## src/sv/aarm_pkg.sv

```systemverilog
// Shared types, constants and arithmetic helpers for the axis-angle rotation matrix unit.
// Used by every module of the block; depends on nothing else.
package aarm_pkg;

    // Default and upper bound of the CORDIC stage count
    localparam int CORDIC_STAGES_DEF = 24;
    localparam int CORDIC_MAX        = 32;

    // CORDIC datapath width (Q2.30 plus headroom)
    localparam int AW = 34;
    localparam logic signed [AW-1:0] INV_GAIN = 34'sh026DD3B6A;

    // Angle constants in Q16.16 degrees
    localparam int DEG_FULL    = 360 * 65536;
    localparam int DEG_HALF    = 180 * 65536;
    localparam int DEG_QUARTER = 90 * 65536;
    // Whole turns added so that any 32-bit angle becomes non-negative
    localparam int WRAP_TURNS  = 92;
    localparam logic [32:0] ANGLE_BIAS = 33'(64'(WRAP_TURNS) * 64'(DEG_FULL));

    // pi/180 in Q.38, split into two partial products
    localparam logic [63:0] DEG_TO_RAD_Q38 = 64'd4797524517;
    localparam int RAD_LO_BITS = 17;
    localparam logic [15:0] RAD_HI = 16'(DEG_TO_RAD_Q38 >> RAD_LO_BITS);
    localparam logic [16:0] RAD_LO = 17'(DEG_TO_RAD_Q38);

    localparam logic signed [35:0] ONE_Q30 = 36'sd1073741824;

    // Pipeline step counts
    localparam int MOD_STEPS  = 8;
    localparam int NORM_STEPS = 5;
    localparam int SQRT_STEPS = 32;
    localparam int DIV_STEPS  = 31;
    // Register depth of the axis path up to the signed unit vector
    localparam int AXIS_DEPTH = 2 + NORM_STEPS + 2 + SQRT_STEPS + 1 + DIV_STEPS + 1;
    // Adds the two product stages and the entry stage
    localparam int PIPE_DEPTH = AXIS_DEPTH + 3;

    localparam logic [1:0] FIRST_COL = 2'd0;
    localparam logic [1:0] LAST_COL  = 2'd3;

    // Arctangent of 2^-i in Q2.30
    localparam logic [31:0] ATAN_Q30 [CORDIC_MAX] = '{
        32'h3243F6A8, 32'h1DAC6705, 32'h0FADBAFC, 32'h07F56EA6, 32'h03FEAB76, 32'h01FFD55B,
        32'h00FFFAAA, 32'h007FFF55, 32'h003FFFEA, 32'h001FFFFD, 32'h000FFFFF, 32'h0007FFFF,
        32'h0003FFFF, 32'h0001FFFF, 32'h0000FFFF, 32'h00007FFF, 32'h00003FFF, 32'h00001FFF,
        32'h00000FFF, 32'h000007FF, 32'h000003FF, 32'h000001FF, 32'h000000FF, 32'h0000007F,
        32'h0000003F, 32'h0000001F, 32'h0000000F, 32'h00000008, 32'h00000004, 32'h00000002,
        32'h00000001, 32'h00000000
    };

    typedef struct packed {
        logic signed [31:0] angle_deg;
        logic signed [31:0] axis_x;
        logic signed [31:0] axis_y;
        logic signed [31:0] axis_z;
    } item_t;

    typedef struct packed {
        logic [1:0]         column_index;
        logic signed [31:0] entry_row0;
        logic signed [31:0] entry_row1;
        logic signed [31:0] entry_row2;
        logic signed [31:0] entry_row3;
        logic               zero_axis;
        logic               last_column;
    } column_t;

    typedef struct packed {
        logic signed [AW-1:0] x;
        logic signed [AW-1:0] y;
        logic signed [AW-1:0] z;
        logic                 negang;
        logic                 flip;
    } cordic_t;

    typedef struct packed {
        logic [2:0][31:0] mag;
        logic [2:0]       neg;
        logic             zero;
    } axis_t;

    typedef struct packed {
        logic [63:0] rem;
        logic [63:0] root;
        axis_t       ax;
    } sqrt_t;

    typedef struct packed {
        logic [2:0][62:0] rem;
        logic [2:0][30:0] quo;
        logic [31:0]      len;
        logic [2:0]       neg;
        logic             zero;
    } div_t;

    // Q2.30 product with rounding and floor shift
    function automatic logic signed [35:0] qmul(input logic signed [35:0] a,
                                                input logic signed [35:0] b);
        logic signed [71:0] p;
        p = a * b;
        p = p + 72'sd536870912;
        return p[65:30];
    endfunction

    // Clamp to the signed 32-bit range
    function automatic logic signed [31:0] sat32(input logic signed [35:0] v);
        logic signed [31:0] r;
        if (v > 36'sd2147483647)
        begin
            r = 32'sh7FFFFFFF;
        end
        else if (v < -36'sd2147483648)
        begin
            r = 32'sh80000000;
        end
        else
        begin
            r = v[31:0];
        end
        return r;
    endfunction

endpackage

```

## src/sv/aarm_cordic_cell.sv

```systemverilog
// One rotation-mode CORDIC stage with a fixed shift and arctangent.
// Depends on aarm_pkg.
module aarm_cordic_cell
    import aarm_pkg::*;
#(
    parameter int IDX = 0
)
(
    input  logic    clk,
    input  logic    en,
    input  cordic_t d,
    output cordic_t q
);

    cordic_t q_reg, q_next;

    // Rotate toward zero residual angle
    always_comb
    begin
        logic signed [AW-1:0] xs, ys, at;
        xs = d.x >>> IDX;
        ys = d.y >>> IDX;
        at = $signed({2'b00, ATAN_Q30[IDX]});
        q_next = d;
        if (!d.z[AW-1])
        begin
            q_next.x = d.x - ys;
            q_next.y = d.y + xs;
            q_next.z = d.z - at;
        end
        else
        begin
            q_next.x = d.x + ys;
            q_next.y = d.y - xs;
            q_next.z = d.z + at;
        end
    end

    // Advance with the pipeline
    always_ff @(posedge clk)
    begin
        if (en)
        begin
            q_reg <= q_next;
        end
    end

    assign q = q_reg;

endmodule

```

## config.mk

```make
export PLATFORM = sky130hd
export DESIGN_NAME = aarm_cordic_cell
export DESIGN_NICKNAME = d
export VERILOG_FILES = /design/src/sv/aarm_pkg.sv /design/src/sv/aarm_cordic_cell.sv
export SDC_FILE = /design/constraint.sdc
export NUM_CORES = 1
export LEC_CHECK = 0
export ABC_AREA = 1
export BUFFER_PORTS_ARGS = -buffer_cell sky130_fd_sc_hd__buf_2
export CORE_MARGIN = 2
export CORE_UTILIZATION = 45
export CTS_BUF_LIST = sky130_fd_sc_hd__clkbuf_8
export CTS_CLUSTER_DIAMETER = 30
export CTS_CLUSTER_SIZE = 20
export DETAILED_ROUTE_END_ITERATION = 16
export PLACE_DENSITY = 0.66
export SLEW_MARGIN = 20
export SYNTH_ARGS = -nofsm -noshare
export SYNTH_HDL_FRONTEND = slang
export SYNTH_SLANG_ARGS = --single-unit
export TNS_END_PERCENT = 20
```

## constraint.sdc

```tcl
create_clock -name clk -period 6.9 [get_ports clk]
set_input_delay 1.725 -clock clk [delete_from_list [all_inputs] [get_ports clk]]
set_output_delay 1.725 -clock clk [all_outputs]
set_load 0.01 [all_outputs]
```

# Yosys cells after proc, flatten, opt, wreduce, memory -nomap -nowiden
# Cells that the tools add are included.
[classes]
add_sub_neg = 5
muxes = 1
[ops]
columns = ["op", "n"]
rows = [
  ["$mux W102", 1],
  ["$sub A34 B34 Y34", 2],
  ["$add A34 B31 Y34 const B", 1],
  ["$add A34 B34 Y34", 1],
  ["$sub A34 B31 Y34 const B", 1],
]
[word_totals]
ff_bits = 104
word_cells = 11

# Logic depth before layout (Yosys ltp)
[logic_depth]
ltp_word = 2
ltp_mapped = 18
ltp_nobuf = 17

# Least setup slack after synthesis
# OpenSTA, ideal clock, no wires.
[synth_timing]
path_kind = "input -> register"
from = "input d[35] in the netlist's numbering"
to = "register q_reg (netlist bit q[32]), data pin"
setup_ps = 252
arrival_ps = 3495
required_ps = 6648
slack_ps = 3153
cell_stages = 14
n_path_buf = 2
path_cell_list = "clkbuf_1 inv_2 buf_2 ha_1 nand2_1 inv_1 a21boi_1 o21ai_0 nand2_1 nand2_1 nand2_1 nand2_1 nand2_1 nand2_1"
[synth_lines]
columns = ["item", "line", "rtl"]
rows = [
  ["start, declared", "aarm_cordic_cell.sv:11", "input cordic_t d,"],
  ["end signal, assigned", "aarm_cordic_cell.sv:44", "q_reg <= q_next;"],
  ["end, declared", "aarm_cordic_cell.sv:15", "cordic_t q_reg, q_next;"],
]

==> impl.org <==
** Run
- Maximum capacitance violations :: 0

** Route
- Detailed Route Iter0 Violations :: 1164
- After detailed routing, the number of remaining DRC violations is 0.
- Vias per std cell :: between 5 and 6
- Number of nets still failing antenna checks after routing :: 0
- Total wirelength of the detailed-routed design :: 41400 um
- In the final routed layout, each cell accounts on average for 17.9 um.
- Via Count :: approximately 13000
- Pre-antenna DRT Iters :: 6

** Pwr
- Power dissipated by switching net loads :: 1.00 mW
- Of the total power, registers draw 0.365.
- Summed over all cells, the static leakage comes to between 6 and 7 nW.
- Share of power burned in combinational logic :: 0.445
- Max IR drop VDD :: approximately 0.084 mV
- Of the total power, the share spent switching nets is 0.437.
- Of the total power, the clock network draws 0.191.
- The internal power of the cells totals between 1 and 1.5 mW.
- Power spread over the standard cell area amounts to 172 nW/um^2.

** Floorplan
- Placeable core area :: ~26000 sq um
- Number of top-level pins :: 210
- Site Rows :: just under 60
- Die Span X :: roughly 170 um
- Effective utilization at floorplan :: 0.457
- Die outline height :: between 150 and 200 um
- The floorplan step defined a die boundary enclosing roughly 28000 sq um.

** CTS
- Once the clock tree was built, the setup fixing pass inserted 0 buffers.
- Post-CTS Resized :: 0
- Number of buffers inserted by hold repair at cts :: 0
- CTS tree :: yes
- Clock buffers created by TritonCTS :: 9
- The H-tree generated during clock tree synthesis spans 3 levels.
- After clock tree synthesis, the clock-pin slew on the worst setup and hold paths is around 130 ps.
- Counting every sink on the clock net gives roughly 100.
- In this run the clock root is driven by a clkbuf_8.
- Counting along the longest clock path gives a buffer depth of 2.

** Global route
- Entering global routing, the biggest net connects 73 pins.
- The first global-routing pass estimated about 65000 um of wire.
- Via count of the first global-routing pass :: about 12000
- Number of antenna violations at the first check in global routing :: 0
- Leftover overflow at the end of global routing :: 0
- Total routing resource utilization after global routing :: 0.294

** Worst setup path
- Highest cell delay on the worst timing path :: 710 ps
- On the critical path, the stage with the largest delay is an instance of buf_4.
- CP Cell Sequence :: buf_2, buf_4, ha_1, a21oi_1, nand2_1, a21boi_1, o21ai_0, nand2_1, nand2_1, nand2_1, nand2_1, nand2_1, nand2_1
- Grouping stages by cell kind, the critical path spends the most delay in buffers and inverters.
- Most Frequent Cell on Critical Path :: nand2_1
- Counting both buffers and inverters, the worst setup path holds a total of 2.
- Of all nets on the critical path, the largest fanout is roughly 70.
- Kind of end point of the critical path :: register
- The critical path in this run is classified as in2reg.
- STA classifies the critical path startpoint as an input port.
- STA puts the critical path data required time at 7070 ps.
- CP arrival :: ~4400 ps

** Timing
- The final count of pins violating max slew was 0.
- Setup repair after global routing left no endpoint under its margin.
- The worst pin sits at a relative slew slack of 0.397.
- Total setup violations reported at the end of the flow :: 0
- The final-report hold violation count is 0.
- F_max :: 236 MHz
- Measured slew at the worst slew-check pin :: about 900 ps
- Final period util :: 0.613
- The routed design could run at a clock period as short as 4230 ps.
- Sum Neg Setup Slack :: 0 ps

** Synth
- Post-synth top area share :: 0.261
- Summing every instance area after synthesis gives about 12000 sq um.
- The number of nets handed over by synthesis was 2022.
- Warnings from Yosys :: 0
- The cell count after synthesis came out at 1784.
- Top cells by area in the synthesized netlist :: edfxtp_1 (26%), nand2_1 (15%), ha_1 (13%), inv_1 (7.1%), a21oi_1 (6.7%)
- Counting flops with a built-in enable in the synthesized netlist gives 103.
- For this run, the register share of the synthesized area comes to 0.261.
- For this run, the leading register cell type out of synthesis is edfxtp_1.
- Library cell occupying the most area in the post-synthesis netlist :: edfxtp_1
- Average size of a mapped cell :: around 6.7 sq um
- Count of different cell masters after synthesis :: 41
- Fraction of registers with async set or reset after synthesis :: 0
- Flop and latch count out of synthesis :: 103

** Placed design
- Global placement routability congestion :: 0.937
- Port bufs :: between 200 and 250
- Detailed placement ended at an HPWL of about 34000 um.

** Cells and area
- From synthesis to final layout, the design area changed by 12.2%.
- In the final layout, the share of cells above drive strength 1 is 0.130.
- In the layout the commonest cells are nand2_1 (488), inv_1 (225), buf_2 (208).
- Commonest non-fill, non-tap cell in the layout :: nand2_1
- Final Net Count :: roughly 2200
- The filler cells instantiated in the layout total roughly 2700.
- Once layout is complete, the utilization of the core stands at 0.513.
- Ant. Diodes :: 0
- The register with the most flip-flops in the layout has 103 of them.

** Run status
- Result of the run :: finished, final reports clean

** Min path
- In this run the worst hold path is classified as in2reg.
-- cell families after synthesis --
logic type | Yosys count | share of synthesized area
xor gates and xnor gates | 49 | 0.0361
DFF | 103 | 0.261
adders and majority gates | 132 | 0.142
and+or+nand+nor | 881 | 0.307
AOI/OAI and AO/OA | 340 | 0.158
buffers and inverters | 277 | 0.0957
muxes | 2 | 0.00169
-- cell usage after synthesis, types with 3 or more instances --
| cell | n |
|---|---|
| nand2_1 | 488 |
| inv_1 | 225 |
| nor2_1 | 176 |
| a21oi_1 | 158 |
| nand3_1 | 155 |
| ha_1 | 128 |
| o21ai_0 | 105 |
| edfxtp_1 | 103 |
| xor2_1 | 44 |
| nor3_1 | 24 |
| buf_4 | 21 |
| nand4_1 | 17 |
| a21o_1 | 15 |
| buf_2 | 14 |
| o21bai_1 | 14 |
| inv_2 | 9 |
| a31oi_1 | 8 |
| clkbuf_1 | 7 |
| o21ai_1 | 7 |
| nor2_2 | 6 |
| o211ai_1 | 6 |
| o21a_1 | 5 |
| o22ai_1 | 5 |
| o31ai_1 | 5 |
| xnor2_1 | 5 |
| fa_1 | 4 |
| a21boi_0 | 3 |
| a21oi_2 | 3 |
| nand3b_1 | 3 |
| o21ai_2 | 3 |
| or2_2 | 3 |
-- final cells by class --
cell class / instances / area [sq um] / share of cell area
inverter: 234 / 878 / 0.0659
clock inverter: 7 / 91.3 / 0.00686
timing repair buffer: 212 / 1070 / 0.0804
clock buffer: 9 / 124 / 0.00930
multi-input combinational: 1404 / 7640 / 0.574
tap: 335 / 419 / 0.0315
sequential: 103 / 3090 / 0.232
-- final timing paths --
kind | start | end | slack [ps] | depth (start not counted)
worst max-delay path | d[35] | q[32] | 2670 | 13
worst min-delay path | d[3] | q[3] | 1490 | 1
-- layer usage --
metal / track usage / vias to the layer above / part of all wire / wire, um
met5: 0 / - / 0 / 0
met4: 0.0840 / 0 / 0.027 / 1110
met3: 0.0387 / 62 / 0.066 / 2740
met2: 0.491 / 532 / 0.46 / 18900
met1: 0.398 / 5823 / 0.45 / 18600
li1: - / 6239 / - / -
-- power by group through the flow --
stage | logic (mW) | registers, mW | clock network (mW)
2_1_floorplan | 0.602 | 0.896 | 0
3_3_place_gp | 0.995 | 0.850 | 0
3_5_place_dp | 1.00 | 0.850 | 0
4_1_cts | 1.01 | 0.837 | 0.453
5_1_grt | 1.13 | 0.845 | 0.468
6_report | 1.02 | 0.836 | 0.437
-- metrics by stage --
step | std cells | setup WS [ps] | hold WS (ps) | total power [mW] | instance area (sq um)
finish | 2304 | 2670 | 1490 | 2.29 | 13300
global placement | 2288 | 2300 | 1900 | 1.84 | 13100
global route | 2304 | 2490 | 1460 | 2.44 | 13300
detailed placement | 2288 | 2250 | 1900 | 1.85 | 13100
CTS | 2304 | 2720 | 1460 | 2.29 | 13300
floorplan | 1784 | 3150 | 1820 | 1.50 | 11900
Note: power is estimated with default switching activity, not from simulation.
