==> src/sv/aarm_pkg.sv <==
// Shared types, constants and arithmetic helpers for the axis-angle rotation matrix unit.
// Used by every module of the block; depends on nothing else.
package aarm_pkg;

    // Default and upper bound of the CORDIC stage count
    localparam int CORDIC_STAGES_DEF = 24;
    localparam int CORDIC_MAX        = 32;

    // CORDIC datapath width (Q2.30 plus headroom)
    localparam int AW = 34;
    localparam logic signed [AW-1:0] INV_GAIN = 34'sh026DD3B6A;

    // Angle constants in Q16.16 degrees
    localparam int DEG_FULL    = 360 * 65536;
    localparam int DEG_HALF    = 180 * 65536;
    localparam int DEG_QUARTER = 90 * 65536;
    // Whole turns added so that any 32-bit angle becomes non-negative
    localparam int WRAP_TURNS  = 92;
    localparam logic [32:0] ANGLE_BIAS = 33'(64'(WRAP_TURNS) * 64'(DEG_FULL));

    // pi/180 in Q.38, split into two partial products
    localparam logic [63:0] DEG_TO_RAD_Q38 = 64'd4797524517;
    localparam int RAD_LO_BITS = 17;
    localparam logic [15:0] RAD_HI = 16'(DEG_TO_RAD_Q38 >> RAD_LO_BITS);
    localparam logic [16:0] RAD_LO = 17'(DEG_TO_RAD_Q38);

    localparam logic signed [35:0] ONE_Q30 = 36'sd1073741824;

    // Pipeline step counts
    localparam int MOD_STEPS  = 8;
    localparam int NORM_STEPS = 5;
    localparam int SQRT_STEPS = 32;
    localparam int DIV_STEPS  = 31;
    // Register depth of the axis path up to the signed unit vector
    localparam int AXIS_DEPTH = 2 + NORM_STEPS + 2 + SQRT_STEPS + 1 + DIV_STEPS + 1;
    // Adds the two product stages and the entry stage
    localparam int PIPE_DEPTH = AXIS_DEPTH + 3;

    localparam logic [1:0] FIRST_COL = 2'd0;
    localparam logic [1:0] LAST_COL  = 2'd3;

    // Arctangent of 2^-i in Q2.30
    localparam logic [31:0] ATAN_Q30 [CORDIC_MAX] = '{
        32'h3243F6A8, 32'h1DAC6705, 32'h0FADBAFC, 32'h07F56EA6, 32'h03FEAB76, 32'h01FFD55B,
        32'h00FFFAAA, 32'h007FFF55, 32'h003FFFEA, 32'h001FFFFD, 32'h000FFFFF, 32'h0007FFFF,
        32'h0003FFFF, 32'h0001FFFF, 32'h0000FFFF, 32'h00007FFF, 32'h00003FFF, 32'h00001FFF,
        32'h00000FFF, 32'h000007FF, 32'h000003FF, 32'h000001FF, 32'h000000FF, 32'h0000007F,
        32'h0000003F, 32'h0000001F, 32'h0000000F, 32'h00000008, 32'h00000004, 32'h00000002,
        32'h00000001, 32'h00000000
    };

    typedef struct packed {
        logic signed [31:0] angle_deg;
        logic signed [31:0] axis_x;
        logic signed [31:0] axis_y;
        logic signed [31:0] axis_z;
    } item_t;

    typedef struct packed {
        logic [1:0]         column_index;
        logic signed [31:0] entry_row0;
        logic signed [31:0] entry_row1;
        logic signed [31:0] entry_row2;
        logic signed [31:0] entry_row3;
        logic               zero_axis;
        logic               last_column;
    } column_t;

    typedef struct packed {
        logic signed [AW-1:0] x;
        logic signed [AW-1:0] y;
        logic signed [AW-1:0] z;
        logic                 negang;
        logic                 flip;
    } cordic_t;

    typedef struct packed {
        logic [2:0][31:0] mag;
        logic [2:0]       neg;
        logic             zero;
    } axis_t;

    typedef struct packed {
        logic [63:0] rem;
        logic [63:0] root;
        axis_t       ax;
    } sqrt_t;

    typedef struct packed {
        logic [2:0][62:0] rem;
        logic [2:0][30:0] quo;
        logic [31:0]      len;
        logic [2:0]       neg;
        logic             zero;
    } div_t;

    // Q2.30 product with rounding and floor shift
    function automatic logic signed [35:0] qmul(input logic signed [35:0] a,
                                                input logic signed [35:0] b);
        logic signed [71:0] p;
        p = a * b;
        p = p + 72'sd536870912;
        return p[65:30];
    endfunction

    // Clamp to the signed 32-bit range
    function automatic logic signed [31:0] sat32(input logic signed [35:0] v);
        logic signed [31:0] r;
        if (v > 36'sd2147483647)
        begin
            r = 32'sh7FFFFFFF;
        end
        else if (v < -36'sd2147483648)
        begin
            r = 32'sh80000000;
        end
        else
        begin
            r = v[31:0];
        end
        return r;
    endfunction

endpackage

==> src/sv/aarm_div_cell.sv <==
// One quotient bit of the three restoring divisions by the axis length.
// Depends on aarm_pkg.
module aarm_div_cell
    import aarm_pkg::*;
#(
    parameter int BITPOS = 30
)
(
    input  logic clk,
    input  logic en,
    input  div_t d,
    output div_t q
);

    div_t q_reg, q_next;

    // Subtract the shifted divisor where it fits
    always_comb
    begin
        logic [62:0] dvs;
        dvs = 63'(d.len) << BITPOS;
        q_next = d;
        for (int i = 0; i < 3; i++)
        begin
            if (d.rem[i] >= dvs)
            begin
                q_next.rem[i]         = d.rem[i] - dvs;
                q_next.quo[i][BITPOS] = 1'b1;
            end
        end
    end

    // Advance with the pipeline
    always_ff @(posedge clk)
    begin
        if (en)
        begin
            q_reg <= q_next;
        end
    end

    assign q = q_reg;

endmodule

==> config.mk <==
export PLATFORM = sky130hd
export DESIGN_NAME = aarm_div_cell
export DESIGN_NICKNAME = d
export VERILOG_FILES = /design/src/sv/aarm_pkg.sv /design/src/sv/aarm_div_cell.sv
export SDC_FILE = /design/constraint.sdc
export NUM_CORES = 1
export LEC_CHECK = 0
export ABC_AREA = 1
export BUFFER_PORTS_ARGS = -buffer_cell sky130_fd_sc_hd__buf_2
export CAP_MARGIN = 25
export CORE_AREA = 2 2 246 248
export CTS_CLUSTER_DIAMETER = 150
export DETAILED_ROUTE_END_ITERATION = 10
export DIE_AREA = 0 0 248 250
export GPL_TIMING_DRIVEN = 0
export PLACE_DENSITY_LB_ADDON = 0.15
export RECOVER_POWER = 100
export REMOVE_ABC_BUFFERS = 1
export SETUP_SLACK_MARGIN = 0.4
export SLEW_MARGIN = 20
export SYNTH_ARGS = -nofsm -noshare
export SYNTH_HDL_FRONTEND = slang
export SYNTH_SLANG_ARGS = --single-unit
==> constraint.sdc <==
create_clock -name clk -period 2.9 [get_ports clk]
set_input_delay 0.145 -clock clk [delete_from_list [all_inputs] [get_ports clk]]
set_output_delay 0.145 -clock clk [all_outputs]
set_load 0.02 [all_outputs]
Word level (Yosys, flattened, before mapping)
Index checks and enable logic that the tools add are counted.
{"block": "op_classes", "magnitude_cmp": 3, "n_addsub": 3, "n_mux": 3}
{"cell": "greater-or-equal comparator 63 x 62 -> 1 bit", "count": 3}
{"cell": "two-way mux 63 bit", "count": 3}
{"cell": "subtractor 63 x 62 -> 63 bit", "count": 3}
{"block": "word_totals", "output_inout_bits": 318, "elab_cells": 21, "regBits": 318}

Depth between registers and ports, before layout
Gate-level depths: netlist (run 1).
{"block": "depth", "ltp_word": 2, "ltp_mapped": 16, "mapped_depth_nobuf": 16}

Worst setup path after synthesis (run 1)
No wires, ideal clock.
{"block": "synth_timing", "kind": "input to register", "from": "input port d[31] (netlist bit)", "to": "register q_reg (netlist bit q[314]) (data pin)", "n_path_buf": 1, "stages": 12, "slack_ns": 1.062, "required_ns": 2.648, "arrival_ns": 1.585, "cell_sequence": "inv_1 > ha_1 > nand2_1 > inv_1 > a21oi_1 > nand3b_1 > nand3_1 > nor2_4 > nand2_4 > buf_6 > nand2_1 > nand2_1"}
{"element": "from (decl)", "line": "aarm_div_cell.sv:11", "text": "input div_t d,"}
{"element": "to (signal assigned)", "line": "aarm_div_cell.sv:38", "text": "q_reg <= q_next;"}
{"element": "to (decl)", "line": "aarm_div_cell.sv:15", "text": "div_t q_reg, q_next;"}

==> reports/qor.csv, run 1 <==
stage,metric,value,unit
synthesis,synth_top_area_share,49.3,%
critical_path,path_class,input port to flop,
critical_path,cp_common_cell,nand2_1,
critical_path,crit_path_start_kind,input port,
power,peakVddDrop,0.000420,V
critical_path,endpoint_kind,flop,
global_route,grtUsageTotal,25.7,%
final_layout,nNetsFinal,3851,
synthesis,avgSynthCellArea,7.92,sq um
clock_network,cts_tree,built,
hold_path,hold_depth,3,
route,firstDrtPassIters,5,
clock_network,clk_pin_slew,0.06,ns
timing,finalCriticalPeriod,2.58,ns
floorplan,start_util,32.5,%
outcome,status,finished with violations,
synthesis,ys_ff_latch,318,
synthesis,netlist_area,19400,sq um
synthesis,synth_edf_count,318,
job,max-cap-violations,1,
final_layout,largest_reg_flops,318,
timing,slew_headroom,-48.2,%
power,p_clk_share,33.0,%
timing,period_share,89.0,%
critical_path,worstPathMaxFanout,16,
floorplan,core_area,59600,sq um
critical_path,startpoint,d[250],
timing,tightest_slew,2.22,ns
synthesis,ys.flop_type,edfxtp_1,
power,pwr-share-comb,27.1,%
timing,fmax,387,MHz
final_layout,final_common_cell,nand2_1,
hold_path,holdCritStartpoint,d[173],
floorplan,num_rows,90,
placement,place_congestion,0.960,
floorplan,die-width,248,microns
clock_network,numCtsBuffers,39,
route,drt-met1-wl,35500,microns
outcome,violations,"capacitance limit, slew limit",
synthesis,synth_xor_area_share,2.04,%
synthesis,synthAdderAreaFrac,6.52,%
clock_network,cts_htree_levels,2,
route,vias,19600,
power,total_power,14.5,mW
route,drc_errors,0,
route,wl_met3,5050,microns
placement,io_buffers,637,
synthesis,yosysTopAreaCell,edfxtp_1,
clock_network,cts_sinks,318,
synthesis,ys_top_cells_by_area,"edfxtp_1, nand2_1, inv_1",
global_route,grt_antenna_before_repair,13,
final_layout,drive_above_1_share,9.82,%
critical_path,path_buf_inv,4,
timing,finalHoldWorstSlack,0.0283,ns
power,p_int,9.68,mW
power,power_frac_seq,39.9,%
clock_network,cts_buffer_depth,3,
hold_path,min_to,q[173],
synthesis,synth_top_family_by_area,simple AND/OR/NAND/NOR gates,
power,power-per-cell-area,526,nW/um^2
timing,setup_viol,0,
hold_path,min_path_type,input port to flop,
synthesis,synthCells,2445,
final_layout,syn_to_final_growth,42.4,%
synthesis,synth-seq-area-share,49.3,%
clock_network,cts-root-buf,clkbuf_16,
synthesis,synth_cell_types,30,
route,drt-initial-drc-count,1196,
timing,rsz0062_at_grt,yes,
critical_path,worstPathRequired,3.31,ns
route,route.met2.wl,40000,microns
route,wl,83100,microns
synthesis,yosys_warnings,0,
global_route,grt_pass1_vias,19200,
synthesis,synthArstFlopShare,0,%
route,top_layer,met5,
global_route,grt_overflow,0,
critical_path,crit_family,simple AND/OR/NAND/NOR gates,
route,viasPerCell,4.60,
final_layout,mostFrequentLayoutCells,"nand2_1, inv_1, clkbuf_1",
critical_path,crit_arrival,3.00,ns
critical_path,cp_num_cells,13,
route,wl_per_cell,19.6,microns
synthesis,yosys.area_share.simple,30.7,%
synthesis,synth_compound_area_share,1.67,%
floorplan,io_pins,638,
global_route,grt_max_degree,88,
critical_path,cp_cell_sequence,"dlygate4sd3_1, buf_2, ha_1, nand2_1, inv_1, nand2_1, and2_1, or2_2, nand3_2, nor2_4, clkbuf_2, nand3_1, nand2_1",
power,sw_frac_of_total,33.3,%
critical_path,max_stage_delay,0.54,ns
route,ant_nets,0,
power,switchingPower,4.83,mW
synthesis,synth.mux.area_fraction,0,%
power,p_leak,13.2,nW
timing,hold_viol,0,
timing,timing.final.max_slew_violations,77,
critical_path,cp_slowest_cell,dlygate4sd3_1,
placement,dp_hpwl,63600,microns
floorplan,die_height,250,microns
global_route,grt_pass1_wl,118000,microns
floorplan,die-area,62000,sq um
kinds of logic after synthesis:
logic type | after synthesis
compound gates | 63
fa+ha+maj | 99
buf+inv | 480
xor+xnor | 45
simple gates | 1440
flops | 318
synth_stat cells, types with 5 or more instances:
master / n
nand4_1: 19
nor3_1: 19
edfxtp_1: 318
and2_1: 19
ha_1: 96
buf_2: 20
xor2_1: 42
buf_6: 9
nand2_1: 973
nand3_1: 194
nor2_2: 9
nor2_1: 171
inv_2: 5
nor4_1: 5
a21oi_1: 58
inv_1: 446
nand3b_1: 8
nand2_2: 7
metal layers:
metal	global-route usage [%]	vias to the layer above
met2	44.4	610
met5	0	-
li1	-	9709
met1	32.3	9101
met4	7.63	20
met3	4.69	115
per-stage QoR:
step	utilization (%)	worst slack (ns)	std cells	TNS, ns	area, sq um
3_3_place_gp	39.1	-3.03	3835	-1013.06	23300
6_report	46.3	0.319	4247	0	27600
2_1_floorplan	-	0.624	2416	0	19200
3_5_place_dp	39.3	-0.885	3838	-65.97	23400
4_1_cts	46.9	0.400	4231	0	27900
5_1_grt	46.3	0.198	4245	0	27600
power groups by stage:
stage / combinational [mW] / clock (mW) / sequential (mW)
2_1_floorplan: 1.51 / 0 / 6.46
3_3_place_gp: 3.63 / 0 / 5.90
3_5_place_dp: 3.65 / 0 / 5.86
4_1_cts: 4.06 / 4.93 / 5.77
5_1_grt: 4.31 / 5.09 / 5.83
6_report: 3.93 / 4.78 / 5.79
cell type report:
class	instances	area, sq um
clock inverters	23	240
diodes	4	10.0
repair buffers	969	6010
flip-flops and latches	318	9550
well taps	782	978
fillers	6175	32000
inverters	451	1700
clock buffers	47	1010
multi-input cells	1653	8070
how the worst max path moves through the flow:
stage             end  slack [ns]
4_1_cts        q[170]        0.40
6_report       q[227]        0.32
3_3_place_gp    q[98]       -3.03
3_5_place_dp   q[186]       -0.88
5_1_grt        q[178]        0.20
2_1_floorplan   q[66]        0.62
timing repair:
action	4_1_cts	5_1_grt
setup buffers	6	9
hold endpoints to repair	314	0
endpoints found under the setup margin	100	100
gates resized for setup	9	25
cloned	3	3
pin swaps	3	5
hold buffers	314	0
(Power assumes the default switching activity.)
==> run 2, diff against run 1 <==
--- a/config.mk
+++ b/config.mk
@@ -12,7 +12,6 @@
 export CTS_CLUSTER_DIAMETER = 150
 export DETAILED_ROUTE_END_ITERATION = 10
 export DIE_AREA = 0 0 248 250
-export GPL_TIMING_DRIVEN = 0
 export PLACE_DENSITY_LB_ADDON = 0.15
 export RECOVER_POWER = 100
 export REMOVE_ABC_BUFFERS = 1
==> reports/qor.csv, run 2 (synthesis results as in run 1) <==
stage,metric,value,unit,change
clock_network,numCtsBuffers,40,,+2.6%
critical_path,worstPathRequired,3.24,ns,-0.07 ns
route,ant_nets,0,,unchanged
floorplan,num_rows,90,,unchanged
global_route,grt_antenna_before_repair,1,,-12
timing,hold_viol,0,,unchanged
timing,fmax,393,MHz,+1.5%
timing,period_share,87.6,%,-1.4 points
power,power-per-cell-area,530,nW/um^2,+0.66%
clock_network,clk_pin_slew,0.06,ns,about the same
timing,setup_viol,0,,unchanged
clock_network,cts_htree_levels,2,,unchanged
clock_network,cts_buffer_depth,3,,unchanged
clock_network,cts-root-buf,clkbuf_16,,
global_route,grt_pass1_vias,19400,,+0.76%
floorplan,die_height,250,microns,unchanged
floorplan,start_util,32.5,%,unchanged
outcome,status,completed,,
timing,slew_headroom,0.699,%,+49 points
clock_network,cts_sinks,318,,unchanged
global_route,grt_max_degree,78,,-11%
floorplan,die-width,248,microns,unchanged
critical_path,worstPathMaxFanout,4,,-12
placement,io_buffers,637,,unchanged
power,p_int,9.69,mW,+0.11%
final_layout,syn_to_final_growth,43.0,%,
floorplan,io_pins,638,,unchanged
final_layout,final_common_cell,nand2_1,,
timing,finalCriticalPeriod,2.54,ns,-0.0394 ns
route,drc_errors,0,,unchanged
route,wl,83500,microns,+0.44%
hold_path,min_path_type,input port to flop,,
route,vias,19500,,-0.061%
power,peakVddDrop,0.000449,V,+7.0%
floorplan,die-area,62000,sq um,unchanged
final_layout,largest_reg_flops,318,,unchanged
route,firstDrtPassIters,5,,unchanged
power,p_leak,13.3,nW,+0.39%
power,sw_frac_of_total,33.9,%,+0.61 points
global_route,grt_pass1_wl,119000,microns,+1.3%
power,pwr-share-comb,27.0,%,about the same
timing,rsz0062_at_grt,yes,,
global_route,grt_overflow,0,,unchanged
critical_path,crit_path_start_kind,input port,,
power,power_frac_seq,39.6,%,-0.3 points
timing,fin_tns_setup,0,ns,unchanged
clock_network,cts_tree,built,,
power,switchingPower,4.97,mW,+2.9%
final_layout,nNetsFinal,3862,,+0.29%
job,max-cap-violations,0,,-1
placement,place_congestion,1.01,,+5.4%
route,wl_per_cell,19.6,microns,+0.28%
final_layout,drive_above_1_share,10.2,%,+0.38 points
route,viasPerCell,4.59,,-0.23%
critical_path,endpoint_kind,flop,,
hold_path,hold_depth,3,,unchanged
floorplan,core_area,59600,sq um,unchanged
critical_path,crit_arrival,2.88,ns,-0.12 ns
placement,dp_hpwl,66300,microns,+4.2%
critical_path,path_class,input port to flop,,
placement,place_ws,0.169,ns,+1.05 ns
final_layout,mostFrequentLayoutCells,"nand2_1, inv_1, clkbuf_1",,
power,p_clk_share,33.4,%,+0.4 points
timing,fin_ws,0.359,ns,+0.0394 ns
timing,timing.final.max_slew_violations,0,,-100%
timing,tightest_slew,1.49,ns,-0.733 ns
global_route,grtUsageTotal,26.0,%,+0.35 points
route,drt-initial-drc-count,1255,,+4.9%
==> run 2: area by class of cell <==
cell class / count / area, sq um
inverters: 451 / 1700
well taps: 782 / 978
repair buffers: 985 / 6150
diodes: 1 / 2.50
clock inverters: 26 / 264
fillers: 6093 / 31900
flip-flops and latches: 318 / 9550
clock buffers: 44 / 1020
multi-input cells: 1647 / 8010
==> run 2: stage by stage <==
| stage | instance area [sq um] | util [%] | hold WS [ns] | total power [mW] | std cells |
|---|---|---|---|---|---|
| CTS | 28100 | 47.2 | 0.00132 | 14.9 | 4252 |
| global placement | 23600 | 39.7 | 0.322 | 9.60 | 3865 |
| finish | 27700 | 46.5 | 0.0119 | 14.7 | 4254 |
| global route | 27700 | 46.5 | 0.0330 | 15.4 | 4254 |
| detailed placement | 23600 | 39.7 | 0.323 | 9.60 | 3865 |
| floorplan | 19200 | - | 0.244 | 7.98 | 2416 |
==> run 2: worst paths after layout <==
| path | start | endpoint | slack (ns) |
|---|---|---|---|
| max | d[4] | q[309] | 0.36 |
| min | d[309] | q[309] | 0.01 |
==> run 2: repair_timing <==
item / 4_1_cts / 5_1_grt
hold buffers: 317 / 0
setup endpoints to repair: 0 / 100
resized for setup: 0 / 23
endpoints found under the hold margin: 341 / 0
setup buffers: 0 / 1
==> run 2: worst max-delay path: stages <==
cell and delay, ns:
dlygate4sd3_1 0.53, clkbuf_1 0.30, ha_1 0.34, fa_1 0.42, inv_1 0.12, nand3_1 0.07
nand2_1 0.15, nand2_1 0.07, nand2_1 0.16, nand3_1 0.17, nand4_1 0.11, nand2_1 0.12
nand2_1 0.09, nand2_1 0.06
==> run 2: metal layers <==
| layer | vias to the layer above | track usage [%] | wire, microns |
|---|---|---|---|
| met2 | 659 | 45.6 | 41000 |
| met1 | 9091 | 32.9 | 35400 |
| met4 | 0 | 7.72 | 2430 |
| li1 | 9691 | - | - |
| met3 | 102 | 3.69 | 4710 |
| met5 | - | 0 | 0 |
==> run 2: power by group through the flow <==
stage                     Sequential, mW  Clock [mW]  Combinational, mW
after floorplan                     6.46           0               1.51
after global placement              5.88           0               3.72
after detailed placement            5.87           0               3.73
after CTS                           5.79        5.03               4.09
after global routing                5.84        5.20               4.33
final                               5.80        4.89               3.96
