## config.mk

```make
export PLATFORM = sky130hd
export DESIGN_NAME = aarm_sqrt_cell
export DESIGN_NICKNAME = d
export VERILOG_FILES = /design/src/sv/aarm_pkg.sv /design/src/sv/aarm_sqrt_cell.sv
export SDC_FILE = /design/constraint.sdc
export NUM_CORES = 1
export LEC_CHECK = 0
export BUFFER_PORTS_ARGS = -buffer_cell sky130_fd_sc_hd__buf_4
export CELL_PAD_IN_SITES_DETAIL_PLACEMENT = 0
export CELL_PAD_IN_SITES_GLOBAL_PLACEMENT = 1
export CORE_MARGIN = 5
export CORE_UTILIZATION = 30
export CTS_CLUSTER_DIAMETER = 200
export DETAILED_ROUTE_END_ITERATION = 10
export PLACE_DENSITY_LB_ADDON = 0.1
export SKIP_CTS_REPAIR_TIMING = 1
export SYNTH_ARGS = -nofsm -noshare
export SYNTH_HDL_FRONTEND = slang
export SYNTH_SLANG_ARGS = --single-unit
export TNS_END_PERCENT = 100
```

## constraint.sdc

```tcl
create_clock -name clk -period 6.2 [get_ports clk]
set_clock_uncertainty 0.15 [all_clocks]
set_input_delay 0.31 -clock clk [delete_from_list [all_inputs] [get_ports clk]]
set_output_delay 0.31 -clock clk [all_outputs]
set_load 0.02 [all_outputs]
```

## src/sv/aarm_pkg.sv

```systemverilog
// Shared types, constants and arithmetic helpers for the axis-angle rotation matrix unit.
// Used by every module of the block; depends on nothing else.
package aarm_pkg;

    // Default and upper bound of the CORDIC stage count
    localparam int CORDIC_STAGES_DEF = 24;
    localparam int CORDIC_MAX        = 32;

    // CORDIC datapath width (Q2.30 plus headroom)
    localparam int AW = 34;
    localparam logic signed [AW-1:0] INV_GAIN = 34'sh026DD3B6A;

    // Angle constants in Q16.16 degrees
    localparam int DEG_FULL    = 360 * 65536;
    localparam int DEG_HALF    = 180 * 65536;
    localparam int DEG_QUARTER = 90 * 65536;
    // Whole turns added so that any 32-bit angle becomes non-negative
    localparam int WRAP_TURNS  = 92;
    localparam logic [32:0] ANGLE_BIAS = 33'(64'(WRAP_TURNS) * 64'(DEG_FULL));

    // pi/180 in Q.38, split into two partial products
    localparam logic [63:0] DEG_TO_RAD_Q38 = 64'd4797524517;
    localparam int RAD_LO_BITS = 17;
    localparam logic [15:0] RAD_HI = 16'(DEG_TO_RAD_Q38 >> RAD_LO_BITS);
    localparam logic [16:0] RAD_LO = 17'(DEG_TO_RAD_Q38);

    localparam logic signed [35:0] ONE_Q30 = 36'sd1073741824;

    // Pipeline step counts
    localparam int MOD_STEPS  = 8;
    localparam int NORM_STEPS = 5;
    localparam int SQRT_STEPS = 32;
    localparam int DIV_STEPS  = 31;
    // Register depth of the axis path up to the signed unit vector
    localparam int AXIS_DEPTH = 2 + NORM_STEPS + 2 + SQRT_STEPS + 1 + DIV_STEPS + 1;
    // Adds the two product stages and the entry stage
    localparam int PIPE_DEPTH = AXIS_DEPTH + 3;

    localparam logic [1:0] FIRST_COL = 2'd0;
    localparam logic [1:0] LAST_COL  = 2'd3;

    // Arctangent of 2^-i in Q2.30
    localparam logic [31:0] ATAN_Q30 [CORDIC_MAX] = '{
        32'h3243F6A8, 32'h1DAC6705, 32'h0FADBAFC, 32'h07F56EA6, 32'h03FEAB76, 32'h01FFD55B,
        32'h00FFFAAA, 32'h007FFF55, 32'h003FFFEA, 32'h001FFFFD, 32'h000FFFFF, 32'h0007FFFF,
        32'h0003FFFF, 32'h0001FFFF, 32'h0000FFFF, 32'h00007FFF, 32'h00003FFF, 32'h00001FFF,
        32'h00000FFF, 32'h000007FF, 32'h000003FF, 32'h000001FF, 32'h000000FF, 32'h0000007F,
        32'h0000003F, 32'h0000001F, 32'h0000000F, 32'h00000008, 32'h00000004, 32'h00000002,
        32'h00000001, 32'h00000000
    };

    typedef struct packed {
        logic signed [31:0] angle_deg;
        logic signed [31:0] axis_x;
        logic signed [31:0] axis_y;
        logic signed [31:0] axis_z;
    } item_t;

    typedef struct packed {
        logic [1:0]         column_index;
        logic signed [31:0] entry_row0;
        logic signed [31:0] entry_row1;
        logic signed [31:0] entry_row2;
        logic signed [31:0] entry_row3;
        logic               zero_axis;
        logic               last_column;
    } column_t;

    typedef struct packed {
        logic signed [AW-1:0] x;
        logic signed [AW-1:0] y;
        logic signed [AW-1:0] z;
        logic                 negang;
        logic                 flip;
    } cordic_t;

    typedef struct packed {
        logic [2:0][31:0] mag;
        logic [2:0]       neg;
        logic             zero;
    } axis_t;

    typedef struct packed {
        logic [63:0] rem;
        logic [63:0] root;
        axis_t       ax;
    } sqrt_t;

    typedef struct packed {
        logic [2:0][62:0] rem;
        logic [2:0][30:0] quo;
        logic [31:0]      len;
        logic [2:0]       neg;
        logic             zero;
    } div_t;

    // Q2.30 product with rounding and floor shift
    function automatic logic signed [35:0] qmul(input logic signed [35:0] a,
                                                input logic signed [35:0] b);
        logic signed [71:0] p;
        p = a * b;
        p = p + 72'sd536870912;
        return p[65:30];
    endfunction

    // Clamp to the signed 32-bit range
    function automatic logic signed [31:0] sat32(input logic signed [35:0] v);
        logic signed [31:0] r;
        if (v > 36'sd2147483647)
        begin
            r = 32'sh7FFFFFFF;
        end
        else if (v < -36'sd2147483648)
        begin
            r = 32'sh80000000;
        end
        else
        begin
            r = v[31:0];
        end
        return r;
    endfunction

endpackage

```

## src/sv/aarm_sqrt_cell.sv

```systemverilog
// One digit step of the floor square root of the squared axis length.
// Depends on aarm_pkg.
module aarm_sqrt_cell
    import aarm_pkg::*;
#(
    parameter int IDX = 0
)
(
    input  logic  clk,
    input  logic  en,
    input  sqrt_t d,
    output sqrt_t q
);

    localparam logic [63:0] BIT = 64'd1 << (62 - 2 * IDX);

    sqrt_t q_reg, q_next;

    // Try the next root bit against the remainder
    always_comb
    begin
        logic [63:0] trial;
        trial = d.root + BIT;
        q_next = d;
        if (d.rem >= trial)
        begin
            q_next.rem  = d.rem - trial;
            q_next.root = (d.root >> 1) + BIT;
        end
        else
        begin
            q_next.root = d.root >> 1;
        end
    end

    // Advance with the pipeline
    always_ff @(posedge clk)
    begin
        if (en)
        begin
            q_reg <= q_next;
        end
    end

    assign q = q_reg;

endmodule

```

# Word level (Yosys, flattened, before mapping)
# Index checks and enable logic that the tools add are counted.
classes:
  add_sub_neg: 3
  mux: 2
  order_cmp: 1
ops:
  columns: ["op", "n"]
  rows:
  - ["adder 63 x 63 -> 64 bit, second input constant", 1]
  - ["adder 64 x 63 -> 64 bit, second input constant", 1]
  - [">= comparator 64 bit", 1]
  - ["two-way mux 64 bit", 1]
  - ["subtractor 64 bit", 1]
  - ["two-way mux 63 bit", 1]
totals:
  input_bits: 230
  ff_bits: 228

# Logic depth before layout (Yosys ltp)
# Gate-level depths: netlist (run 1).
logic_depth:
  ltp_word: 3
  depth_mapped: 14
  mapped_depth_nobuf: 13

# Worst setup path before layout (run 1)
# OpenSTA, ideal clock, no wires.
synth_path:
  kind: "input-to-reg"
  start: "in d[116] in the netlist's numbering"
  end: "reg q_reg, in the netlist q[224] (data pin)"
  arrival_time_ns: 2.916
  t_required_ns: 5.793
  stages: 12
  slack_ns: 2.877
  path_cell_list: "inv_1 > ha_1 > and2_1 > nand3_1 > or3_1 > a41o_1 > nor3_2 > o21ai_1 > o41ai_4 > or4b_1 > a21oi_1 > nor3_1"
synth_lines:
  columns: ["item", "line", "rtl"]
  rows:
  - ["start: declaration", "aarm_sqrt_cell.sv:11", "input sqrt_t d,"]
  - ["end signal: assignment", "aarm_sqrt_cell.sv:41", "q_reg <= q_next;"]
  - ["end: declaration", "aarm_sqrt_cell.sv:17", "sqrt_t q_reg, q_next;"]

==> results_dict.tcl, run 1 <==
set metrics [dict create \
    leakagePower_nw 8.175 \
    grt_pass1_wl_um 57350 \
    antenna_found_initial 3 \
    power.density_nw_per_um2 261.7 \
    area.growth.synth_to_final_pct 61.08 \
    yosysTopAreaCellShare_pct 58.96 \
    wl_met3_um 3456 \
    largest_register_ffs 228 \
    arrival_ns 4.47 \
    multi_input_area_um2 4319 \
    synth_cells 985 \
    hpwl_um 32380 \
    clock_sinks 228 \
    grt_overflow 0 \
    wl_met1_um 17610 \
    regArea_um2 6847 \
    worst_pin_slew_ns 0.8940 \
    clkSlewWorstSetupHoldPaths_ns 0.06 \
    avgViaCountPerCell 4.637 \
    cts.htree.levels 1 \
    drive_above_1_share_pct 30.89 \
    syn-cell-area_um2 11610 \
    rsz0062_at_grt "no" \
    synth-edff-count 228 \
    start_util_pct 30.19 \
    start_kind "input port" \
    synth_cell_types 58 \
    port_buffers 457 \
    ys_warn_count 0 \
    tns_ns 0 \
    die_h_um 206.7 \
    root_buffer "clkbuf_16" \
    routed.top_layer "met4" \
    ant_nets 0 \
    dr.pass1.iters 5 \
    synth_area_leaders "edfxtp_1, ha_1, a21oi_1" \
    finalSetupViolCount 0 \
    place.gp.congestion 0.8370 \
    synth_seq_cells 228 \
    post_drt_wl_per_cell_um 19.40 \
    post-route-period-util_pct 68.25 \
    finalHoldViolations 5 \
    ios 458 \
    fmax_mhz 236.3 \
    dp.cells 1926 \
    violations "hold timing" \
    wl_met2_um 20750 \
    avgSynthCellArea_um2 11.79 \
    synth-main-ff-cell "edfxtp_1" \
    run_status "complete, but fails checks" \
    die_width_um 206.7 \
    nFillCells 3501 \
    synth_top_area_cell "edfxtp_1" \
    first_iter_violations 470 \
    cts_buffers 28 \
    grt_max_degree 128 \
    holdCritPathClass "in2reg" \
    grt_use_total_pct 17.56 \
    grt_pass1_vias 9397 \
    rows 72 \
    max-cap-violations 0 \
    finalHoldWorstSlack_ns -0.03608 \
    cts_tree "built" \
    maxSlewViolCount 0 \
    async_reset_ff_share_pct 0 \
    synth_fp_nets 1280 \
    crit_required_ns 6.44 \
    fin_nets 1950 \
    seq_area_frac_synth_pct 58.96 \
    worstSetupEndpointType "flop" \
    core_area_um2 38470 \
    detail_route.wirelength_um 42640 \
    place_area_um2 15590 \
    critical_path_class "in2reg" \
    vias 10190 \
    ir_drop_v 0.0001676 \
    die-area_um2 42740 \
    finalInstanceArea_um2 18710 \
    max_slew_margin_pct 40.40 \
    period_needed_ns 4.232 \
    drcViolationCount 0 \
    synth_common_cells "edfxtp_1, a21oi_1, nor2_1" \
    synth.most_common_cell "edfxtp_1" \
    final_cell_count_no_fill 2198 \
    max-clock-path-buffers 3 \
    worstPathMaxFanout 5 \
]
-- logic make-up (layout without fill, tap and decap cells) --
group	after synthesis	in the layout	synth area share, %
mux	15	15	1.444
simple gates	234	234	9.773
fa+ha+maj	65	65	7.068
compound gates	272	272	14.69
other cells	0	3	0
xor+xnor	56	56	4.224
flops	228	228	58.96
buf+inv	115	807	3.846
-- final timing paths --
path,from,endpoint,cells past startpoint
worst max-delay path,d[164],q[224]$_DFFE_PP_,15
worst min-delay path,d[213],q[213]$_DFFE_PP_,3
-- cells in the final DEF, fill, tap and decap left out, types with 11 or more instances in the layout --
cell type	synthesis	routed
a21o_1	49	49
a21oi_1	111	111
and3_1	13	13
buf_4	0	457
clkbuf_16	0	29
dlygate4sd3_1	0	217
edfxtp_1	228	228
ha_1	64	64
inv_1	78	78
nand2_1	52	52
nand3_1	14	14
nand4_1	18	18
nor2_1	82	82
nor3_1	11	11
o21ai_0	40	40
o21bai_1	11	11
xnor2_1	36	36
xor2_1	20	20
-- area by class of cell --
cell class              count  share of cell area [%]
flip-flops and latches    228                   36.60
inverters                  78                   1.565
well taps                 518                   3.465
clock buffers              36                   4.020
clock inverters            16                  0.9699
diodes                      3                 0.04013
multi-input cells         642                   23.09
repair buffers            677                   30.25
-- per-stage QoR --
step	util (%)	power (mW)	setup slack, ns	hold slack, ns
floorplan	-	2.605	2.877	0.2589
global placement	40.53	3.151	2.150	0.3384
detailed placement	40.53	3.154	1.954	0.3395
CTS	42.96	4.843	2.525	-0.2499
global route	48.63	5.130	1.667	0.001053
finish	48.63	4.895	1.968	-0.03608
-- report_power, final --
| part | internal (mW) | total, mW | switching, mW |
|---|---|---|---|
| sequential | 1.89 | 1.93 | 0.0448 |
| clock | 1.02 | 1.66 | 0.641 |
| combinational | 0.591 | 1.30 | 0.714 |
| total | 3.50 | 4.90 | 1.40 |
-- worst max-delay path: stages --
cell and delay (ns):
dlygate4sd3_1 0.53, buf_4 0.13, inv_1 0.05, ha_1 0.20, fa_1 0.22, nand2b_1 0.14, a21oi_1 0.09, o41ai_1 0.66
nand4bb_1 0.25, a31oi_1 0.32, o21ai_1 0.22, a21oi_1 0.53, o21ai_0 0.36, and4_1 0.30, nor3_1 0.17
-- metal layers --
metal / track usage (%) / vias up
met5: 0 / -
met4: 4.297 / 0
met3: 6.421 / 54
met2: 30.31 / 344
met1: 20.92 / 4799
li1: - / 4996
Note: power is estimated with default switching activity, not from simulation.
==> run 2, diff against run 1 <==
==> constraint.sdc (replaced) <==
create_clock -name clk -period 4 [get_ports clk]
set_clock_uncertainty 0.15 [all_clocks]
set_input_delay 0.2 -clock clk [delete_from_list [all_inputs] [get_ports clk]]
set_output_delay 0.2 -clock clk [all_outputs]
set_load 0.02 [all_outputs]
==> results_dict.tcl, run 2 (synthesized netlist as in run 1, its figures left out) <==
set metrics [dict create \
    clkSlewWorstSetupHoldPaths_ns 0.06 \
    worst_pin_slew_ns 0.7640 \
    cts_buffers 27 \
    largest_register_ffs 228 \
    grt_use_total_pct 17.85 \
    die_h_um 206.7 \
    nFillCells 3449 \
    cts_tree "built" \
    cts.htree.levels 1 \
    ant_nets 0 \
    ir_drop_v 0.0003092 \
    regArea_um2 6847 \
    cp-startpoint "d[179]" \
    rsz0062_at_grt "no" \
    final_common_cell "buf_4" \
    grt_pass1_vias 9489 \
    first_iter_violations 417 \
    violations "hold timing" \
    grt_overflow 0 \
    drive_above_1_share_pct 31.51 \
    ios 458 \
    dr.pass1.iters 4 \
    power.density_nw_per_um2 409.3 \
    detail_route.wirelength_um 43090 \
    root_buffer "clkbuf_16" \
    layout_common_cells "buf_4, edfxtp_1, dlygate4sd3_1, a21oi_1, nor2_1" \
    period_needed_ns 3.714 \
    core_area_um2 38470 \
    worstPathMaxFanout 31 \
    critical_path_class "in2reg" \
    arrival_ns 3.86 \
    die_width_um 206.7 \
    run_status "complete, but fails checks" \
    tns_ns 0 \
    drcViolationCount 0 \
    die-area_um2 42740 \
    avgViaCountPerCell 4.597 \
    max_slew_margin_pct 49.06 \
    hpwl_um 33450 \
    worstSetupEndpointType "flop" \
    area.growth.synth_to_final_pct 63.27 \
    rows 72 \
    place_area_um2 15720 \
    maxSlewViolCount 0 \
    holdCritPathClass "in2reg" \
    finalHoldViolations 2 \
    max-clock-path-buffers 3 \
    finalSetupViolCount 0 \
    max-cap-violations 0 \
    port_buffers 457 \
    hold_start "en" \
    grt_pass1_wl_um 58350 \
    finalInstanceArea_um2 18960 \
    finalHoldWorstSlack_ns -0.006600 \
    post_drt_wl_per_cell_um 19.39 \
    leakagePower_nw 8.316 \
    post-route-period-util_pct 92.86 \
    clock_sinks 228 \
    multi_input_area_um2 4319 \
    fin_nets 1976 \
    start_util_pct 30.19 \
    place.gp.congestion 0.8291 \
    crit_required_ns 4.15 \
    antenna_found_initial 3 \
    vias 10210 \
    fmax_mhz 269.2 \
    grt_max_degree 90 \
    start_kind "input port" \
]
## run 2: changes by cell type in the layout (fill, tap and decap cells not counted), sizes merged
cell / delta
dlygate4sd3: +10
clkbuf: -2
inv: +2
clkinvlp: -1
buf: +17
clkinv: -5
bufinv: +3
## run 2: final timing paths
path | endpoint | cells after the start | slack, ns
max | q[215]$_DFFE_PP_ | 12 | 0.29
min | q[154]$_DFFE_PP_ | 1 | -0.007
## run 2: power breakdown
group | switching, mW | internal [mW]
sequential | 0.0727 | 2.92
clock | 1.01 | 1.69
combinational | 1.11 | 0.946
total | 2.20 | 5.56
## run 2: layout make-up
class | instances | area share [%]
antenna | 3 | 0.03960
inverter | 78 | 1.544
sequential | 228 | 36.11
clock buffer | 34 | 3.702
timing repair buffer | 704 | 31.04
multi-input combinational | 642 | 22.78
clock inverter | 15 | 1.359
tap | 518 | 3.418
## run 2: stage by stage
stage,cells,util (%),worst slack [ns],total power [mW]
3_3_place_gp,1943,40.87,0.3060,4.916
3_5_place_dp,1943,40.87,0.2370,4.927
2_1_floorplan,985,-,0.7866,4.038
4_1_cts,1992,43.36,0.8285,7.675
5_1_grt,2222,49.29,0.02492,8.133
6_report,2222,49.29,0.2857,7.759
## run 2: worst max-delay path, cell delays in order
cell and delay [ns]:
dlygate4sd3_1 0.54, buf_4 0.14, ha_1 0.35, and2_1 0.19
nand3_1 0.15, or3_1 0.40, a41o_1 0.29, nor3_2 0.20
o21ai_1 0.16, o41ai_4 0.45, buf_4 0.41, mux2_2 0.38
## run 2: metal layers
| layer | track usage [%] | up-vias | share of wire [%] |
|---|---|---|---|
| met3 | 5.874 | 42 | 7.5 |
| met5 | 0 | - | 0 |
| met1 | 21.59 | 4797 | 42 |
| li1 | - | 5053 | - |
| met4 | 3.942 | 0 | 1.4 |
| met2 | 31.14 | 322 | 49 |
==> run 3, diff against run 2 <==
--- a/config.mk
+++ b/config.mk
@@ -10,7 +10,7 @@
 export CELL_PAD_IN_SITES_GLOBAL_PLACEMENT = 1
 export CORE_MARGIN = 5
 export CORE_UTILIZATION = 30
-export CTS_CLUSTER_DIAMETER = 200
+export CTS_BUF_LIST = sky130_fd_sc_hd__clkbuf_4 sky130_fd_sc_hd__clkbuf_8
 export DETAILED_ROUTE_END_ITERATION = 10
 export PLACE_DENSITY_LB_ADDON = 0.1
 export SKIP_CTS_REPAIR_TIMING = 1
==> results_dict.tcl, run 3 (synthesized netlist as in run 1, its figures left out) <==
set metrics [dict create \
    worstPathMaxFanout 5 \
    crit_required_ns 4.26 \
    routed.top_layer "met4" \
    hpwl_um 33450 \
    violations "hold timing" \
    ir_drop_v 0.0002274 \
    cts.htree.levels 2 \
    max-clock-path-buffers 3 \
    nFillCells 3490 \
    cts_buffers 43 \
    crit_path_max_incr_delay_ns 0.59 \
    maxSlewViolCount 0 \
    core_area_um2 38470 \
    area.growth.synth_to_final_pct 61.86 \
    rows 72 \
    clkSlewWorstSetupHoldPaths_ns 0.05 \
    critPathSlowestCell "o41ai_1" \
    cts_tree "built" \
    antenna_found_initial 2 \
    grt_use_total_pct 18.11 \
    clock_sinks 228 \
    grt_pass1_vias 9619 \
    finalHoldViolations 1 \
    max_slew_margin_pct 49.53 \
    fmax_mhz 267.8 \
    largest_register_ffs 228 \
    dr.pass1.iters 4 \
    vias 10390 \
    grt_pass1_wl_um 58610 \
    drive_above_1_share_pct 32.54 \
    run_status "complete, but fails checks" \
    wl_met2_um 21230 \
    final_common_cell "buf_4" \
    finalPower_mw 7.225 \
    layout_common_cells "buf_4, edfxtp_1, dlygate4sd3_1, a21oi_1, nor2_1" \
    dp.cells 1943 \
    fin_nets 1992 \
    wl_met3_um 3285 \
    die_h_um 206.7 \
    ios 458 \
    critical_path_class "in2reg" \
    leakagePower_nw 8.283 \
    grt_overflow 0 \
    worst_pin_slew_ns 0.7570 \
    arrival_ns 3.99 \
    start_kind "input port" \
    period_needed_ns 3.734 \
    cp-startpoint "d[102]" \
    post_drt_wl_per_cell_um 19.35 \
    path_depth 15 \
    drcViolationCount 0 \
    finalHoldWorstSlack_ns -0.1808 \
    avgViaCountPerCell 4.615 \
    place.gp.congestion 0.8291 \
    holdCritPathClass "in2reg" \
    root_buffer "clkbuf_8" \
    max-cap-violations 0 \
    worstSetupEndpointType "flop" \
    die-area_um2 42740 \
    grt_max_degree 90 \
    start_util_pct 30.19 \
    post-route-period-util_pct 93.35 \
    power.density_nw_per_um2 384.4 \
    ant_nets 0 \
    crit_chain "dlygate4sd3_1 > buf_4 > inv_1 > ha_1 > nand2b_1 > a21oi_1 > o41ai_1 > nand4bb_1 > a31oi_1 > o21ai_1 > a21oi_1 > o21ai_0 > buf_4 > and4_1 > nor3_1" \
    detail_route.wirelength_um 43560 \
    critPathBufInv 4 \
    timing.critical_path.to "q[224]$_DFFE_PP_" \
    finalSetupViolCount 0 \
    cp_top_family "compound AO/OA/AOI/OAI gates" \
    wl_met1_um 18070 \
    die_width_um 206.7 \
    final_cell_count_no_fill 2251 \
    port_buffers 457 \
    first_iter_violations 485 \
]
==> run 3: cell types whose count changed in the layout (fill, tap and decap cells not counted), sizes merged <==
cell      change
bufinv        -7
clkbuf       +23
clkinv       +14
clkinvlp      -1
==> run 3: per-stage QoR <==
stage	TNS, ns	util (%)	hold slack [ns]	worst slack (ns)	area [um^2]
after floorplan	0	-	0.1489	0.7866	11610
after global routing	-0.003410	48.86	-0.2233	-0.003410	18790
after CTS	0	42.94	-0.4197	0.8864	16520
final	0	48.86	-0.1808	0.2658	18800
after detailed placement	0	40.87	0.2295	0.2370	15720
after global placement	0	40.87	0.2283	0.3060	15720
==> run 3: routing by layer <==
layer | GRT usage (%) | vias to the layer above
met3 | 6.421 | 55
met4 | 5.335 | 0
met5 | 0.4608 | -
li1 | - | 5092
met2 | 31.00 | 360
met1 | 21.49 | 4882
==> run 3: layout make-up <==
type,instances,area (um^2),area share [%]
multi-input cells,642,4319,22.98
repair buffers,704,5886,31.31
clock buffers,57,696.9,3.708
well taps,518,648.1,3.448
diodes,3,7.507,0.03994
inverters,78,292.8,1.558
flip-flops and latches,228,6847,36.43
clock inverters,21,98.84,0.5259
==> run 3: how the worst min path moves through the flow <==
stage	start	endpoint	slack, ns	cells after the start
5_1_grt	d[164]	q[164]$_DFFE_PP_	-0.22	3
4_1_cts	d[147]	q[146]$_DFFE_PP_	-0.42	1
6_report	d[164]	q[164]$_DFFE_PP_	-0.18	3
3_3_place_gp	d[35]	q[35]$_DFFE_PP_	0.23	1
2_1_floorplan	d[0]	q[0]$_DFFE_PP_	0.15	0
3_5_place_dp	d[42]	q[42]$_DFFE_PP_	0.23	1
==> run 3: tightest hold or removal path: cells and delay by family <==
family	cells	cell delay, ns
compound gates	1	0.10
simple gates	1	0.04
buf+inv	1	0.09
==> run 3: power by group <==
group / switching, mW / internal (mW) / total (mW)
clock: 1.02 / 1.14 / 2.16
combinational: 1.12 / 0.946 / 2.06
sequential: 0.0741 / 2.93 / 3.00
total: 2.21 / 5.01 / 7.22
